===== src/sv/ssd_pkg.sv =====
// ----------------------------------------------------------------------------
// ssd_pkg
// Shared constants for the 3D segment-to-segment distance pipeline.
// ----------------------------------------------------------------------------
package ssd_pkg;

	localparam int COORD_WIDTH_DEF = 24;
	localparam int PARAM_FRAC_DEF  = 16;

	localparam int EPS_W = 16;
	localparam logic [EPS_W-1:0] EPS_RESET = 16'd1;

	localparam int DIST_W = 25;
	localparam logic [DIST_W-1:0] DIST_MAX = 25'h1FF_FFFF;

	// wide multiplier depth
	localparam int MUL_LAT = 5;

	// bit-serial root: 54-bit radicand, first trial bit 2^52, 27 steps
	localparam int SQRT_W     = 54;
	localparam int SQRT_TOP   = 52;
	localparam int SQRT_STEPS = 27;
	localparam int ROOT_W     = 27;

endpackage


===== src/sv/ssd_sqrt.sv =====
// ----------------------------------------------------------------------------
// ssd_sqrt
// Pipelined bit-serial integer square root, one trial bit per stage.
// ----------------------------------------------------------------------------
module ssd_sqrt (
	input  logic                         clk,
	input  logic [ssd_pkg::SQRT_W-1:0]   x,
	output logic [ssd_pkg::ROOT_W-1:0]   root
);

	localparam int W     = ssd_pkg::SQRT_W;
	localparam int STEPS = ssd_pkg::SQRT_STEPS;

	logic [W-1:0] rem_s  [STEPS];
	logic [W-1:0] root_s [STEPS];

	for (genvar k = 0; k < STEPS; k++) begin : g_step
		localparam logic [W-1:0] TRIAL_BIT = W'(1) << (ssd_pkg::SQRT_TOP - 2*k);

		logic [W-1:0] xin, rin, trial;

		if (k == 0) begin : g_first
			assign xin = x;
			assign rin = '0;
		end else begin : g_next
			assign xin = rem_s[k-1];
			assign rin = root_s[k-1];
		end

		assign trial = rin + TRIAL_BIT;

		always_ff @(posedge clk) begin
			if (xin >= trial) begin
				rem_s[k]  <= xin - trial;
				root_s[k] <= (rin >> 1) + TRIAL_BIT;
			end else begin
				rem_s[k]  <= xin;
				root_s[k] <= rin >> 1;
			end
		end
	end

	assign root = root_s[STEPS-1][ssd_pkg::ROOT_W-1:0];

endmodule


===== config.mk =====
export PLATFORM = sky130hd
export DESIGN_NAME = ssd_sqrt
export DESIGN_NICKNAME = d
export VERILOG_FILES = /design/src/sv/ssd_pkg.sv /design/src/sv/ssd_sqrt.sv
export SDC_FILE = /design/constraint.sdc
export NUM_CORES = 2
export LEC_CHECK = 0
export ABC_AREA = 1
export ABC_CLOCK_PERIOD_IN_PS = 2000
export BUFFER_PORTS_ARGS = -buffer_cell sky130_fd_sc_hd__buf_4
export CORE_MARGIN = 3
export CORE_UTILIZATION = 35
export DETAILED_ROUTE_END_ITERATION = 6
export GPL_TIMING_DRIVEN = 0
export SYNTH_ARGS = -nofsm -noshare
export SYNTH_HDL_FRONTEND = slang
export SYNTH_SLANG_ARGS = --single-unit

===== constraint.sdc =====
create_clock -name clk -period 2 [get_ports clk]
set_input_delay 0.3 -clock clk [delete_from_list [all_inputs] [get_ports clk]]
set_output_delay 0.3 -clock clk [all_outputs]
set_load 0.01 [all_outputs]

Word-level counts from Yosys, hierarchy flattened:

Memories as Yosys holds them, arrays and structs flattened.
Index checks and enable logic that the tools add are counted.

* flip-flop bits (word level): 0
* memories kept: 2
* memory bits (writable): 2916
* output and inout port bits: 27
* input bits: 55

Memories
* rem_s: words 27, bits a word 54, read ports 26, clocked after memory_dff 0, write ports 27, line ssd_sqrt.sv:14 `logic [W-1:0] rem_s [STEPS];`
* root_s: words 27, bits a word 54, read ports 27, clocked after memory_dff 0, write ports 27, line ssd_sqrt.sv:15 `logic [W-1:0] root_s [STEPS];`

* add/sub/neg operators: 79
* bitwise gates (word level): 54
* multiplexer cells: 135
* $lt $le $gt $ge: 27

Operators by type and width (number)
* 54-bit 2-to-1 mux: 54
* 54-bit >= comparator: 26
* 54-bit subtractor: 26
* 1-bit 2-to-1 mux: 81
* 53-bit by 1-bit adder with 54-bit output (second input constant): 1
* 53-bit by 11-bit adder with 54-bit output (second input constant): 1
* 53-bit by 13-bit adder with 54-bit output (second input constant): 1
* 53-bit by 15-bit adder with 54-bit output (second input constant): 1
* 53-bit by 17-bit adder with 54-bit output (second input constant): 1
* 53-bit by 19-bit adder with 54-bit output (second input constant): 1
* 53-bit by 21-bit adder with 54-bit output (second input constant): 1
* 53-bit by 23-bit adder with 54-bit output (second input constant): 1
* 53-bit by 25-bit adder with 54-bit output (second input constant): 1
* 53-bit by 27-bit adder with 54-bit output (second input constant): 1
* 53-bit by 29-bit adder with 54-bit output (second input constant): 1
* 53-bit by 3-bit adder with 54-bit output (second input constant): 1
* 53-bit by 31-bit adder with 54-bit output (second input constant): 1
* 53-bit by 33-bit adder with 54-bit output (second input constant): 1
* 53-bit by 35-bit adder with 54-bit output (second input constant): 1
* 53-bit by 37-bit adder with 54-bit output (second input constant): 1
* 53-bit by 39-bit adder with 54-bit output (second input constant): 1
* 53-bit by 41-bit adder with 54-bit output (second input constant): 1
* 53-bit by 43-bit adder with 54-bit output (second input constant): 1
* 53-bit by 45-bit adder with 54-bit output (second input constant): 1
* other kinds (35): 88

Logic depth before layout (Yosys ltp):

An unclocked memory read counts as a cell.

* word-level depth: 6
* depth in mapped cells: 17
* mapped depth without buffers: 16

Worst setup path before layout:

No wires, ideal clock.

* path type: register to register
* from: memory root_s[0][313] (netlist name)
* to: memory rem_s[0][370] (netlist name)
* arrival time: 1.844 ns
* clock period less this slack: 1.957 ns
* path buffers: 1
* stages on the path, launching flop included: 11
* slack: 0.043 ns
* cell sequence: dfxtp_1 inv_1 ha_1 a21oi_1 o21a_1 o21ai_1 a31oi_2 nand2_2 buf_4 nand2_1 nand2_1

RTL lines (line)
* start, declared: ssd_sqrt.sv:15
* end, declared: ssd_sqrt.sv:14

==> flow_summary_export.csv <==
group,metric,value,unit
critical_path,endpoint_kind,"flip-flop",
synth,synth_area_leaders,"dfxtp_1, nand2_1, inv_1",
grt,grt_pass1_vias,73190,
synth,yosysTopAreaCell,"dfxtp_1",
floorplanning,design.core.area,239000,um2
pwr,powerDensity,1370,nW/um2
synth,synthArstFlopShare,0,
timing,slew_violations,0,
floorplanning,die_w,496,um
outcome,violations,"setup timing",
hold_path,hold_class,"in2reg",
timing,fin_crit_sh,1.14,
timing,fin_setup_tns,-50580,ps
clock_tree,insertion_delay,920,ps
place,dp.cells,15383,
timing,rsz0062_at_grt,"true",
grt,grt_use_met3,0.0294,
synth,syn-num-nets,12591,
drt,routed_wl,298000,um
synth,ys_types,54,
synth,yosysTopAreaCellShare,0.424,
clock_tree,cts_buffer_depth,3,
grt,grt-ovfl-total,0,
critical_path,path_cells,"inv_1 > ha_2 > inv_4 > nand3_2 > nand3_4 > nand2_1 > nand2_2 > nand2_2 > nand2_2 > nand2_2 > nand2_2 > nor2_4 > buf_12 > buf_12 > buf_16 > a21oi_4",
drt,routed_via_density,4.87,
grt,use_met1,0.284,
critical_path,arrival,3010,ps
drt,vias,79361,
synth,ys_ff_latch,1782,
timing,skew,119,ps
grt,use_met2,0.381,
timing,min_period,2280,ps
clock_tree,tritoncts,"done",
grt,antenna_found_initial,7,
critical_path,crit_top_cell,"nand2_2",
critical_path,critical_path_buf_inv_count,5,
cells_and_area,layout.nets,13428,
timing,hold_viol,0,
clock_tree,numClockSinks,1782,
cells_and_area,final_cells,16289,
drt,detail-route-antenna-nets,0,
synth,yosysMostFrequentCell,"nand2_1",
synth,syn_inst,12135,
critical_path,worst-setup-path-type,"reg2reg",
pwr,power.leakage,53.8,nW
critical_path,cp.depth,16,
drt,drc,0,
grt,top_usage_layer,"met2",
pwr,p_sw,0.0652,W
cells_and_area,area_growth,35.8,%
clock_tree,htree_levels,4,
floorplanning,initial_core_util,0.353,
drt,drt-wirelength-per-cell,18.3,um
synth,synth-compound-area-share,0.0579,
synth,syn_area,84200,um2
synth,synth-edff-count,0,
critical_path,startpoint_type,"flip-flop",
synth,muxShareOfSynthArea,0,
synth,ys_top_cells_by_count,"nand2_1, inv_1, dfxtp_1",
timing,slew_headroom,0.470,
outcome,status,"finished, violations left",
cells_and_area,drive_gt1_frac,0.260,
synth,ys.flop_type,"dfxtp_1",
run,maxCapViolations,0,
synth,synthAdderAreaFrac,0.0596,
synth,yosysWarnings,0,
pwr,p_total,0.157,W
timing,max_freq,438,MHz
drt,drt_iter0_markers,5960,
floorplanning,dieArea,246000,um2
grt,grt_pass1_wl,426000,um
floorplanning,pin_count,82,
pwr,seqPwrFrac,0.348,
synth,ys_seq_area_frac,0.424,
critical_path,ff2ff_path_depth,16,
synth,synth-xor-area-share,0.0363,
grt,grt_max_degree,22,
synth,synthSimpleGateAreaFrac,0.324,
critical_path,crit_path_max_fanout,8,
pwr,pwr-share-clk,0.232,
pwr,p_sw_frac,0.416,
place,place_ws,-1280,ps
critical_path,slowest_stage,"dfxtp_4",
pwr,power.internal,0.0916,W
drt,drt_first_pass_iters,6,
timing,setup_viol,443,
critical_path,cpLargestDelayFamily,"simple AND/OR/NAND/NOR gates",
pwr,ir_drop,992,uV
clock_tree,clockRootBuffer,"clkbuf_16",
critical_path,critical_path_required,2730,ps
critical_path,slowest_delay,430,ps
synth,avgSynthCellArea,6.94,um2
hold_path,holdPathStages,2,
grt,groute.usage.overall,0.225,
floorplanning,die_y,496,um
clock_tree,path_clk_slew,60,ps
place,dpl.hpwl,228000,um
synth,synth_top_family_by_area,"simple AND/OR/NAND/NOR gates",
place,io_buffers,81,
place,gp_congestion,1.01,
floorplanning,rows,179,
clock_tree,numCtsBuffers,183,
pwr,p_comb_frac,0.420,
timing,tightest_slew,788,ps
timing,worst_slack,-284,ps
layer usage:
metal / share of wire / vias up
met2: 0.47 / 2486
met5: 0 / -
met3: 0.058 / 641
li1: - / 39357
met1: 0.42 / 36877
met4: 0.054 / 0
worst register-to-register path: cells and delay by family, from the launching register on:
| kind | cells | cell delay (ps) |
|---|---|---|
| adders and majority gates | 1 | 220 |
| DFF | 1 | 430 |
| and+or+nand+nor | 9 | 750 |
| buffers and inverters | 5 | 630 |
| AOI/OAI and AO/OA | 1 | 180 |
cell usage in the layout (no fill, tap or decap), types with 88 or more instances in the layout:
cell type	Yosys	routed
nor3_1	141	114
nand3_1	694	616
xnor2_1	170	163
nor2_4	6	147
dfxtp_4	0	88
a21oi_4	1	128
a21oi_1	456	213
nor2_2	30	150
nand2_1	3890	3223
nor2_1	1336	1076
buf_4	17	476
o21ai_0	263	140
clkbuf_16	0	221
xor2_1	179	172
dfxtp_2	0	281
inv_1	2003	1821
a21oi_2	26	142
nand2_2	25	463
ha_4	0	302
nand4_1	242	242
inv_2	19	170
nand2_4	2	225
dfxtp_1	1782	1413
sequential cells by signal, summed over array words and instances (netlist names):
signal,count
rem_s,1404
root_s,378
power groups by stage:
stage          logic (W)  clock network [W]  registers (W)
5_1_grt           0.0718             0.0385         0.0550
3_3_place_gp      0.0471                  0         0.0532
4_1_cts           0.0534             0.0371         0.0532
2_1_floorplan     0.0343                  0         0.0485
6_report          0.0658             0.0364         0.0545
3_5_place_dp      0.0469                  0         0.0531
cells by family (layout without fill, tap and decap cells):
kind of cell | count (synthesis) | count (layout)
fa+ha+maj | 401 | 401
xor+xnor | 349 | 349
simple gates | 6581 | 6583
flops | 1782 | 1782
buf+inv | 2124 | 3105
other cells | 0 | 4
compound gates | 898 | 898
path summary, 6_finish.rpt:
kind              endpoint  slack [ps]          start
min           rem_s[0][47]          60          x[47]
max reg2reg  rem_s[1][423]        -280  rem_s[1][330]
min reg2reg  rem_s[0][776]         290  rem_s[0][722]
max          rem_s[1][423]        -280  rem_s[1][330]
metrics by stage:
stage | hold WS (ps) | instance area (um2) | util
6_report | 57.1 | 114000 | 0.479
5_1_grt | 21.7 | 114000 | 0.479
4_1_cts | 0.860 | 103000 | 0.432
3_5_place_dp | 335 | 88700 | 0.372
3_3_place_gp | 333 | 88700 | 0.372
2_1_floorplan | 322 | 84200 | -
what timing repair did:
item	CTS	global route
resized for setup	1262	2252
hold endpoints to repair	55	0
setup buffers	128	311
cloned	10	49
setup endpoints to repair	717	721
pin swaps	135	539
hold buffers	86	0
cell type report:
cell class	count	area, um2
Antenna cell	4	10.0
Sequential cell	1782	36400
Fill cell	22876	124000
Inverter	2029	7790
Timing Repair inverter	3	36.3
Clock buffer	239	5060
Tap cell	3167	3960
Multi-Input combinational cell	8231	51900
Timing Repair Buffer	653	6290
Clock inverter	92	1540
Buffer	89	1380
No activity file was read; power rests on OpenSTA's default activity.
